### src/rtl/keyframe_point_interpolator_macros.svh
// ----------------------------------------------------------------------------
// keyframe point interpolator assertion macros
// shared concurrent assertion forms, clocked with async active-low reset
// ----------------------------------------------------------------------------
`ifndef KEYFRAME_POINT_INTERPOLATOR_MACROS_SVH
`define KEYFRAME_POINT_INTERPOLATOR_MACROS_SVH

// same-cycle implication
`define KPI_ASSERT_IMPL(lbl, clk, rst_n, ante, cons, msg) \
	lbl: assert property (@(posedge clk) disable iff (!rst_n) (ante) |-> (cons)) \
		else $error(msg);

// next-cycle implication
`define KPI_ASSERT_NEXT(lbl, clk, rst_n, ante, cons, msg) \
	lbl: assert property (@(posedge clk) disable iff (!rst_n) (ante) |=> (cons)) \
		else $error(msg);

`endif

### src/rtl/kpi_pkg.sv
// ----------------------------------------------------------------------------
// kpi_pkg
// types, constants and arithmetic helpers of the keyframe point interpolator
// ----------------------------------------------------------------------------
package kpi_pkg;

	localparam int MAX_KEYS_DEF = 64;
	localparam int KEY_COUNT_W  = 7;
	localparam int DIV_NW       = 49;
	localparam int DIV_DW       = 33;
	localparam logic signed [32:0] Q_ONE = 33'sd65536;

	typedef enum logic [2:0] {
		FN_CLEAR  = 3'd0,
		FN_ADD    = 3'd1,
		FN_EVAL   = 3'd2,
		FN_OFFSET = 3'd3,
		FN_SCALE  = 3'd4
	} func_t;

	typedef enum logic [1:0] {
		ST_OK     = 2'd0,
		ST_EMPTY  = 2'd1,
		ST_BEFORE = 2'd2,
		ST_FULL   = 2'd3
	} status_t;

	typedef enum logic [1:0] {RD_I, RD_B, RD_ZERO} rd_sel_t;
	typedef enum logic [1:0] {SRC_RAM, SRC_CUR, SRC_DIFF} src_t;
	typedef enum logic [1:0] {B_VEC, B_ONE, B_RATIO} bsel_t;
	typedef enum logic [1:0] {ADD_ZERO, ADD_VEC, ADD_P0} asel_t;

	typedef enum logic [4:0] {
		S_IDLE, S_DECODE, S_MOD, S_T0_RD, S_T0_CHK, S_SCAN_RD, S_SCAN_CHK,
		S_RATIO, S_P0_RD, S_P0_LD, S_P1_LD, S_LERP_MUL, S_HOLD_RD, S_HOLD_LD,
		S_KEY_RD, S_KEY_LD, S_KEY_WR, S_PT_MUL, S_CUR_WR, S_FINISH
	} state_t;

	typedef struct packed {
		logic    load;
		logic    clr_keys;
		logic    add_key;
		logic    st_en;
		status_t st;
		logic    div_mod;
		logic    div_ratio;
		logic    mod_done;
		logic    ratio_done;
		rd_sel_t rd_sel;
		logic    idx_clr;
		logic    idx_one;
		logic    idx_inc;
		logic    b_take;
		logic    tb_load;
		logic    mul_en;
		src_t    mul_src;
		bsel_t   mul_b;
		asel_t   mul_add;
		logic    key_wr;
		logic    cur_wr;
		logic    p0_load;
		logic    diff_load;
		logic    res_load;
	} cmd_t;

	typedef struct packed {
		logic [2:0] func;
		logic       empty;
		logic       full;
		logic       single;
		logic       last_i;
		logic       loop_wrap;
		logic       div_done;
		logic       before_first;
		logic       bracket;
		logic       zero_span;
	} stat_t;

	// product / 65536 truncated toward zero, plus addend, saturated to 32 bits
	function automatic logic signed [31:0] sat_round(input logic signed [65:0] prod,
			input logic signed [32:0] addend);
		logic signed [65:0] adj;
		logic signed [49:0] q;
		logic signed [50:0] sum;
		adj = prod + (prod[65] ? 66'sd65535 : 66'sd0);
		q   = adj[65:16];
		sum = 51'(q) + 51'(addend);
		if (sum > 51'sd2147483647) begin
			sat_round = 32'sh7FFFFFFF;
		end else if (sum < -51'sd2147483648) begin
			sat_round = 32'sh80000000;
		end else begin
			sat_round = sum[31:0];
		end
	endfunction

endpackage

### src/rtl/kpi_ctrl.sv
// ----------------------------------------------------------------------------
// kpi_ctrl
// sequencer for clear, append, evaluate, offset and scale
// ----------------------------------------------------------------------------
`include "keyframe_point_interpolator_macros.svh"

module kpi_ctrl (
	input  logic           clk,
	input  logic           arst_n,
	input  logic           in_valid,
	output logic           in_ready,
	output logic           out_valid,
	input  logic           out_ready,
	input  kpi_pkg::stat_t stat,
	output kpi_pkg::cmd_t  cmd
);
	kpi_pkg::state_t state_q;
	kpi_pkg::state_t state_d;
	logic            out_valid_q;
	logic            slot_free;
	logic            is_scale;

	assign slot_free = !out_valid_q || out_ready;
	assign is_scale  = stat.func == kpi_pkg::FN_SCALE;
	assign in_ready  = state_q == kpi_pkg::S_IDLE;
	assign out_valid = out_valid_q;

	always_ff @(posedge clk or negedge arst_n) begin
		if (!arst_n) begin
			state_q     <= kpi_pkg::S_IDLE;
			out_valid_q <= 1'b0;
		end else begin
			state_q <= state_d;
			if (state_q == kpi_pkg::S_FINISH && slot_free) begin
				out_valid_q <= 1'b1;
			end else if (out_ready) begin
				out_valid_q <= 1'b0;
			end
		end
	end

	// next state
	always_comb begin
		state_d = state_q;
		unique case (state_q)
			kpi_pkg::S_IDLE: begin
				if (in_valid) state_d = kpi_pkg::S_DECODE;
			end
			kpi_pkg::S_DECODE: begin
				unique case (stat.func)
					kpi_pkg::FN_EVAL: begin
						if (stat.empty) state_d = kpi_pkg::S_FINISH;
						else if (stat.loop_wrap) state_d = kpi_pkg::S_MOD;
						else state_d = kpi_pkg::S_T0_RD;
					end
					kpi_pkg::FN_OFFSET, kpi_pkg::FN_SCALE: begin
						state_d = stat.empty ? kpi_pkg::S_PT_MUL : kpi_pkg::S_KEY_RD;
					end
					default: state_d = kpi_pkg::S_FINISH;
				endcase
			end
			kpi_pkg::S_MOD: begin
				if (stat.div_done) state_d = kpi_pkg::S_T0_RD;
			end
			kpi_pkg::S_T0_RD: state_d = kpi_pkg::S_T0_CHK;
			kpi_pkg::S_T0_CHK: begin
				if (stat.before_first) state_d = kpi_pkg::S_FINISH;
				else if (stat.single) state_d = kpi_pkg::S_HOLD_RD;
				else state_d = kpi_pkg::S_SCAN_RD;
			end
			kpi_pkg::S_SCAN_RD: state_d = kpi_pkg::S_SCAN_CHK;
			kpi_pkg::S_SCAN_CHK: begin
				if (stat.bracket) begin
					state_d = stat.zero_span ? kpi_pkg::S_HOLD_RD : kpi_pkg::S_RATIO;
				end else if (stat.last_i) begin
					state_d = kpi_pkg::S_HOLD_RD;
				end else begin
					state_d = kpi_pkg::S_SCAN_RD;
				end
			end
			kpi_pkg::S_RATIO: begin
				if (stat.div_done) state_d = kpi_pkg::S_P0_RD;
			end
			kpi_pkg::S_P0_RD:    state_d = kpi_pkg::S_P0_LD;
			kpi_pkg::S_P0_LD:    state_d = kpi_pkg::S_P1_LD;
			kpi_pkg::S_P1_LD:    state_d = kpi_pkg::S_LERP_MUL;
			kpi_pkg::S_LERP_MUL: state_d = kpi_pkg::S_CUR_WR;
			kpi_pkg::S_HOLD_RD:  state_d = kpi_pkg::S_HOLD_LD;
			kpi_pkg::S_HOLD_LD:  state_d = kpi_pkg::S_CUR_WR;
			kpi_pkg::S_KEY_RD:   state_d = kpi_pkg::S_KEY_LD;
			kpi_pkg::S_KEY_LD:   state_d = kpi_pkg::S_KEY_WR;
			kpi_pkg::S_KEY_WR: begin
				state_d = stat.last_i ? kpi_pkg::S_PT_MUL : kpi_pkg::S_KEY_RD;
			end
			kpi_pkg::S_PT_MUL: state_d = kpi_pkg::S_CUR_WR;
			kpi_pkg::S_CUR_WR: state_d = kpi_pkg::S_FINISH;
			kpi_pkg::S_FINISH: begin
				if (slot_free) state_d = kpi_pkg::S_IDLE;
			end
			default: state_d = kpi_pkg::S_IDLE;
		endcase
	end

	// commands
	always_comb begin
		cmd = '0;
		unique case (state_q)
			kpi_pkg::S_IDLE: begin
				cmd.load = in_valid;
			end
			kpi_pkg::S_DECODE: begin
				unique case (stat.func)
					kpi_pkg::FN_CLEAR: cmd.clr_keys = 1'b1;
					kpi_pkg::FN_ADD: begin
						if (stat.full) begin
							cmd.st_en = 1'b1;
							cmd.st    = kpi_pkg::ST_FULL;
						end else begin
							cmd.add_key = 1'b1;
						end
					end
					kpi_pkg::FN_EVAL: begin
						if (stat.empty) begin
							cmd.st_en = 1'b1;
							cmd.st    = kpi_pkg::ST_EMPTY;
						end else begin
							cmd.div_mod = stat.loop_wrap;
						end
					end
					kpi_pkg::FN_OFFSET, kpi_pkg::FN_SCALE: cmd.idx_clr = 1'b1;
					default: ;
				endcase
			end
			kpi_pkg::S_MOD: begin
				cmd.mod_done = stat.div_done;
			end
			kpi_pkg::S_T0_RD: begin
				cmd.rd_sel  = kpi_pkg::RD_ZERO;
				cmd.idx_one = 1'b1;
			end
			kpi_pkg::S_T0_CHK: begin
				cmd.tb_load = 1'b1;
				if (stat.before_first) begin
					cmd.st_en = 1'b1;
					cmd.st    = kpi_pkg::ST_BEFORE;
				end
			end
			kpi_pkg::S_SCAN_RD: cmd.rd_sel = kpi_pkg::RD_I;
			kpi_pkg::S_SCAN_CHK: begin
				if (stat.bracket) begin
					cmd.div_ratio = !stat.zero_span;
				end else begin
					cmd.b_take  = 1'b1;
					cmd.idx_inc = !stat.last_i;
				end
			end
			kpi_pkg::S_RATIO: begin
				cmd.ratio_done = stat.div_done;
			end
			kpi_pkg::S_P0_RD: cmd.rd_sel = kpi_pkg::RD_B;
			kpi_pkg::S_P0_LD: begin
				cmd.p0_load = 1'b1;
				cmd.rd_sel  = kpi_pkg::RD_I;
			end
			kpi_pkg::S_P1_LD: cmd.diff_load = 1'b1;
			kpi_pkg::S_LERP_MUL: begin
				cmd.mul_en  = 1'b1;
				cmd.mul_src = kpi_pkg::SRC_DIFF;
				cmd.mul_b   = kpi_pkg::B_RATIO;
				cmd.mul_add = kpi_pkg::ADD_P0;
			end
			kpi_pkg::S_HOLD_RD: cmd.rd_sel = kpi_pkg::RD_B;
			kpi_pkg::S_HOLD_LD: begin
				cmd.mul_en  = 1'b1;
				cmd.mul_src = kpi_pkg::SRC_RAM;
				cmd.mul_b   = kpi_pkg::B_ONE;
				cmd.mul_add = kpi_pkg::ADD_ZERO;
			end
			kpi_pkg::S_KEY_RD: cmd.rd_sel = kpi_pkg::RD_I;
			kpi_pkg::S_KEY_LD: begin
				cmd.mul_en  = 1'b1;
				cmd.mul_src = kpi_pkg::SRC_RAM;
				cmd.mul_b   = is_scale ? kpi_pkg::B_VEC : kpi_pkg::B_ONE;
				cmd.mul_add = is_scale ? kpi_pkg::ADD_ZERO : kpi_pkg::ADD_VEC;
			end
			kpi_pkg::S_KEY_WR: begin
				cmd.key_wr  = 1'b1;
				cmd.idx_inc = !stat.last_i;
			end
			kpi_pkg::S_PT_MUL: begin
				cmd.mul_en  = 1'b1;
				cmd.mul_src = kpi_pkg::SRC_CUR;
				cmd.mul_b   = is_scale ? kpi_pkg::B_VEC : kpi_pkg::B_ONE;
				cmd.mul_add = is_scale ? kpi_pkg::ADD_ZERO : kpi_pkg::ADD_VEC;
			end
			kpi_pkg::S_CUR_WR: cmd.cur_wr = 1'b1;
			kpi_pkg::S_FINISH: cmd.res_load = slot_free;
			default: ;
		endcase
	end

	`KPI_ASSERT_IMPL(a_div_done_waited, clk, arst_n, stat.div_done, state_q == kpi_pkg::S_MOD || state_q == kpi_pkg::S_RATIO, "divider done while not waiting")
	`KPI_ASSERT_NEXT(a_accept_decodes, clk, arst_n, in_valid && in_ready, state_q == kpi_pkg::S_DECODE, "accepted item not decoded")
	`KPI_ASSERT_IMPL(a_result_from_finish, clk, arst_n, $rose(out_valid_q), $past(state_q) == kpi_pkg::S_FINISH, "result without finish")
endmodule

### config.mk
export PLATFORM = sky130hd
export DESIGN_NAME = kpi_ctrl
export DESIGN_NICKNAME = d
export VERILOG_FILES = /design/src/rtl/kpi_pkg.sv /design/src/rtl/kpi_ctrl.sv
export VERILOG_INCLUDE_DIRS = /design/src /design/src/rtl
export SDC_FILE = /design/constraint.sdc
export NUM_CORES = 1
export LEC_CHECK = 0
export BUFFER_PORTS_ARGS = -buffer_cell sky130_fd_sc_hd__buf_2
export CORE_MARGIN = 2
export CORE_UTILIZATION = 42
export CTS_CLUSTER_DIAMETER = 30
export CTS_CLUSTER_SIZE = 8
export DETAILED_ROUTE_END_ITERATION = 16
export PLACE_DENSITY = 0.87
export SYNTH_ARGS = -nofsm -noshare
export SYNTH_HDL_FRONTEND = slang
export SYNTH_SLANG_ARGS = --single-unit
### constraint.sdc
create_clock -name clk -period 1.7 [get_ports clk]
set_clock_uncertainty 0.05 [all_clocks]
set_input_delay 0.085 -clock clk [delete_from_list [all_inputs] [get_ports clk]]
set_output_delay 0.085 -clock clk [all_outputs]
set_load 0.1 [all_outputs]
==> metrics.log, run 1 <==
[metrics] library cell used as clock root buffer: clkbuf_4
[metrics] Post-CTS Repair Setup Buffers: 11
[metrics] maximum buffer depth of the clock tree: 2
[metrics] largest family of logic cells by synthesized area: simple AND/OR/NAND/NOR gates
[metrics] outcome: did not finish
[metrics] initial cell density of the core: 45.17%
[metrics] number of gates resized after cts: 30
[metrics] routability congestion estimate: 1.028
[metrics] average size of a mapped cell: 7.327 um2
[metrics] sequential-to-total area share from yosys stat: 14.74%
[metrics] fraction of synthesis flops using an asynchronous set or reset pin: 100.0%
[metrics] number of buffers created by CTS: 3
[metrics] number of library cell types mapped by synthesis: 50
[metrics] Placed Cells incl. Taps: 233
[metrics] total placed instance area: 0.002122 mm2
[metrics] xor and xnor area share after synthesis: 1.720%
[metrics] net count after synthesis: 155
[metrics] Synth Area in Simple Gates: 43.24%
[metrics] number of H-tree levels: 1
[metrics] post-cts hold buffer count: 1
[metrics] synthesized flop and latch total: 6
[metrics] Port Buffer Count: 46
[metrics] Tool Error: [ERROR DPL-0038] Utilization greater than 100%, impossible to legalize
[metrics] height of the die: 53.25 um
[metrics] Top-Level Pins: 47
[metrics] number of clock sinks: 6
[metrics] Post-Synthesis Cells: 139
[metrics] yosys synthesis warning count: 0
[metrics] last stage reached: clock tree synthesis
[metrics] share of synthesized cell area in full adder, half adder and majority cells: 0%
[metrics] top_reg_cell synth: dfrtp_1
[metrics] number of cell rows: 17
[metrics] number of enable flip-flop cells after synthesis: 0
[metrics] Compound-Gate Fraction of Synth Area: 27.27%
[metrics] fraction of synthesized area in multiplexers: 0.9828%
[metrics] Setup WS pre-CTS: -237.1 ps
[metrics] estimated wirelength of the detail-placed design: 4.235 mm
[metrics] die width: 53.25 um
[metrics] Synth Cell Area: 0.001018 mm2
kinds of logic after synthesis:
family                    count (synthesis)
AOI/OAI and AO/OA                        38
xor gates and xnor gates                  2
buffers and inverters                    20
DFF                                       6
muxes                                     1
and+or+nand+nor                          72
metrics by stage:
stage / TNS, ps / util, %
floorplan: -5900 / -
global placement: -352.9 / 94.12
detailed placement: -1511 / 94.12
cells in the mapped netlist, types with 3 or more instances:
master	instances	share of area (%)
a21oi_1	10	4.9
a31oi_1	3	1.8
and2_1	3	1.8
buf_2	5	2.5
buf_4	7	5.2
dfrtp_1	6	15
inv_1	5	1.8
nand2_1	8	2.9
nand2b_1	6	3.7
nand3b_1	3	2.2
nor2_1	17	6.3
nor2b_1	5	3.1
nor3_1	6	2.9
nor3b_1	4	2.9
o21ai_0	5	2.5
o32a_1	3	2.9
==> inputs of run 2 (changes only) <==
--- a/config.mk
+++ b/config.mk
@@ -7,12 +7,10 @@
 export NUM_CORES = 1
 export LEC_CHECK = 0
 export BUFFER_PORTS_ARGS = -buffer_cell sky130_fd_sc_hd__buf_2
-export CORE_MARGIN = 2
-export CORE_UTILIZATION = 42
-export CTS_CLUSTER_DIAMETER = 30
-export CTS_CLUSTER_SIZE = 8
+export CORE_AREA = 2 2 63 65
 export DETAILED_ROUTE_END_ITERATION = 16
-export PLACE_DENSITY = 0.87
+export DIE_AREA = 0 0 65 67
+export PLACE_DENSITY_LB_ADDON = 0.15
 export SYNTH_ARGS = -nofsm -noshare
 export SYNTH_HDL_FRONTEND = slang
 export SYNTH_SLANG_ARGS = --single-unit
==> constraint.sdc (replaced) <==
create_clock -name clk -period 2.2 [get_ports clk]
set_clock_uncertainty 0.05 [all_clocks]
set_input_delay 0.11 -clock clk [delete_from_list [all_inputs] [get_ports clk]]
set_output_delay 0.11 -clock clk [all_outputs]
set_load 0.1 [all_outputs]
==> metrics.log, run 2 <==
[metrics] outcome: completed
[metrics] area fraction of the dominant cell type after synthesis: 14.74% (unchanged)
[metrics] maximum single-stage delay on the critical path: 450 ps
[metrics] Die Outline Area: 0.004355 mm2
[metrics] top routing layer in use: met4
[metrics] dominant cell by count in the synthesized netlist: nor2_1
[metrics] largest cells by area after synthesis: dfrtp_1 (15%), nor2_1 (6.3%), buf_4 (5.2%)
[metrics] Crit-path slowest cell: or3_4
[metrics] placeable core area: 0.003606 mm2
[metrics] Post-Synthesis Cells: 139 (unchanged)
[metrics] final wirelength: 3.908 mm
[metrics] post-synth top area cell: dfrtp_1
[metrics] number of buffers created by CTS: 3 (unchanged)
[metrics] Synth Cell Area: 0.001018 mm2 (unchanged)
[metrics] sum of met3 wire segment lengths after detailed routing: 243 um
[metrics] crit end category: primary output
[metrics] height of the die: 67 um (+26%)
[metrics] max reg flops: 5
[metrics] overall power consumption: 2.645 mW
[metrics] die width: 65 um (+22%)
[metrics] number of global-route vias before repair: 1223
[metrics] Detail Route Antenna Nets: 0
[metrics] fraction of synthesis flops using an asynchronous set or reset pin: 100.0% (unchanged)
[metrics] net count after synthesis: 155 (unchanged)
[metrics] critical path class: flip-flop to primary output
[metrics] arrival time reported for the critical path endpoint: 2030 ps
[metrics] cell-by-cell listing of the critical path: or3_4 > or3_4 > nor4b_4 > buf_12
[metrics] largest net degree at the start of global routing: 18
[metrics] Initial DRC Count: 41
[metrics] global router's overall resource usage: 18.62%
[metrics] Metal-1 WL: 1.701 mm
[metrics] unrepaired setup endpoints after global routing: true
[metrics] source-to-sink clock delay at the later pin of the worst-skew pair: 220 ps
[metrics] number of cell rows: 22 (+5)
[metrics] number of H-tree levels: 1 (unchanged)
[metrics] synthesized flop and latch total: 6 (unchanged)
[metrics] Leak Pwr: 0.7618 nW
[metrics] maximum capacitance violations: 0
[metrics] Setup TNS: 0 ps
[metrics] final worst path period share: 99.72%
[metrics] Routed met2 length: 1.942 mm
[metrics] Slew Viols, Final: 0
[metrics] fmax: 0.4558 GHz
[metrics] instance count on the critical path: 4
[metrics] number of clock sinks: 6 (unchanged)
[metrics] ranking of synthesized cells by instance count: nor2_1 (17), a21oi_1 (10), nand2_1 (8), buf_4 (7)
[metrics] number of buffer and inverter stages on the critical path: 1
[metrics] Final setup viols: 0
[metrics] library cell used as clock root buffer: clkbuf_8
[metrics] number of enable flip-flop cells after synthesis: 0 (unchanged)
[metrics] Layout Utilization: 51.21%
[metrics] startpoint types: flip-flop
[metrics] cell family with most CP delay: simple AND/OR/NAND/NOR gates
[metrics] number of library cell types mapped by synthesis: 50 (unchanged)
[metrics] slew margin rel.: 67.39%
[metrics] estimated wirelength of the detail-placed design: 3.154 mm (-26%)
[metrics] worst reg-to-reg path cell count: 7
[metrics] initial cell density of the core: 28.24% (-17 points)
[metrics] sequential-to-total area share from yosys stat: 14.74% (unchanged)
[metrics] leading cell type in the layout, fill and taps excluded: buf_2
[metrics] top_reg_cell synth: dfrtp_1
[metrics] Ant. Diodes: 0
[metrics] VDD IR-drop max: 0.6220 mV
[metrics] yosys synthesis warning count: 0 (unchanged)
[metrics] data required time at the worst endpoint: 2040 ps
[metrics] total placed instance area: 0.001740 mm2 (-18%)
[metrics] average size of a mapped cell: 7.327 um2 (unchanged)
[metrics] slew at the pin closest to its max-slew limit: 492.6 ps
[metrics] Top-Level Pins: 47 (unchanged)
[metrics] Most flops, register: state_q
[metrics] Congestion Overflow GR: 0
[metrics] count of endpoints failing hold in the final timing report: 0
[metrics] layout overhead on the synthesized area: 81.33%
[metrics] fraction of layout cells with a size suffix above 1: 53.30%
[metrics] TritonCTS clock tree: yes
[metrics] clock-pin transition on the worst setup and hold timing paths: 40 ps
[metrics] maximum buffer depth of the clock tree: 2 (unchanged)
[metrics] initial antenna violation count: 0
[metrics] Via Count: 1303
[metrics] average wire length per cell after detail routing: 15.95 um
[metrics] routability congestion estimate: 0.8782 (-15%)
[metrics] Initial DRT Pass Iterations: 7
[metrics] area of all placed cells without fillers: 0.001847 mm2
[metrics] post-detailed-route via-to-cell ratio: 5.318
[metrics] Pwr per Cell Area: 1432 mW/mm2
[metrics] crit-path max FO: 4
[metrics] Port Buffer Count: 46 (unchanged)
[metrics] cell repeated most along the worst path: or3_4
[metrics] commonest non-fill, non-tap cells in the layout: buf_2 (28), buf_4 (22), buf_12 (18)
[metrics] path type of the worst min-delay path: input port to async pin
[metrics] Final nets: 215
[metrics] final critical path time including I/O delays and setup: 2194 ps
[metrics] final routed DRC violation total: 0
[metrics] wire length of the first global-routing pass: 6.230 mm
## run 2: cell counts after synthesis
Identical to the previous run, type by type.
## run 2: layer usage
layer / GRT usage, % / vias to the layer above
met2: 32.86 / 54
li1: - / 620
met5: 0 / -
met3: 4.561 / 4
met4: 2.128 / 0
met1: 23.48 / 625
## run 2: cell families after synthesis
family,Yosys count,synth area share [%]
AO/OA/AOI/OAI,38,27.27
buffers and inverters,20,12.04
flip-flops,6,14.74
AND/OR/NAND/NOR,72,43.24
multiplexers,1,0.9828
XOR/XNOR,2,1.720
## run 2: worst register-to-register path, delay by kind of cell (launching register included)
kind,cells,cell delay [ps]
simple gates,2,650
buf+inv,2,390
compound gates,3,420
flops,1,340
## run 2: path summary, 6_finish.rpt
path / slack (ps) / end / from
setup / recovery: 6 / cmd[26] / state_q[3]
hold / removal: 190 / state_q[3] / arst_n
setup reg to reg: 220 / state_q[0] / state_q[4]
hold reg to reg: 530 / out_valid / out_valid
max in group asynchronous: 1770 / state_q[0] / arst_n
min in group clk: 200 / state_q[2] / stat[5]
## run 2: report_power, final
part	internal (mW)	leakage, nW	switching, mW
clock network	0.118	0.0216	0.0476
logic	0.784	0.663	1.48
registers	0.159	0.0768	0.0568
total	1.06	0.762	1.59
## run 2: cell type report
cell class | instances | area, um2
fill | 354 | 1759
multi-input combinational | 113 | 897.1
timing repair buffer | 69 | 675.6
sequential | 6 | 150.1
tap | 48 | 60.06
clock buffer | 3 | 41.29
inverter | 6 | 22.52
## run 2: what timing repair did
action                     in CTS  in global routing
buffers inserted                0                  6
gates resized for setup         0                  3
hold endpoints to repair        6                  0
hold buffers                    1                  0
pin swaps                       2                  3
setup endpoints to repair       2                  6
## run 2: metrics by stage
stage	setup WS [ps]	std cells	hold WS, ps
3_3_place_gp	215.0	235	-115.6
3_5_place_dp	189.4	235	-109.4
4_1_cts	6.761	239	187.5
2_1_floorplan	-747.7	139	-235.6
6_report	6.139	245	189.6
5_1_grt	-42.45	245	207.0
Power figures use the tool's default switching activity.
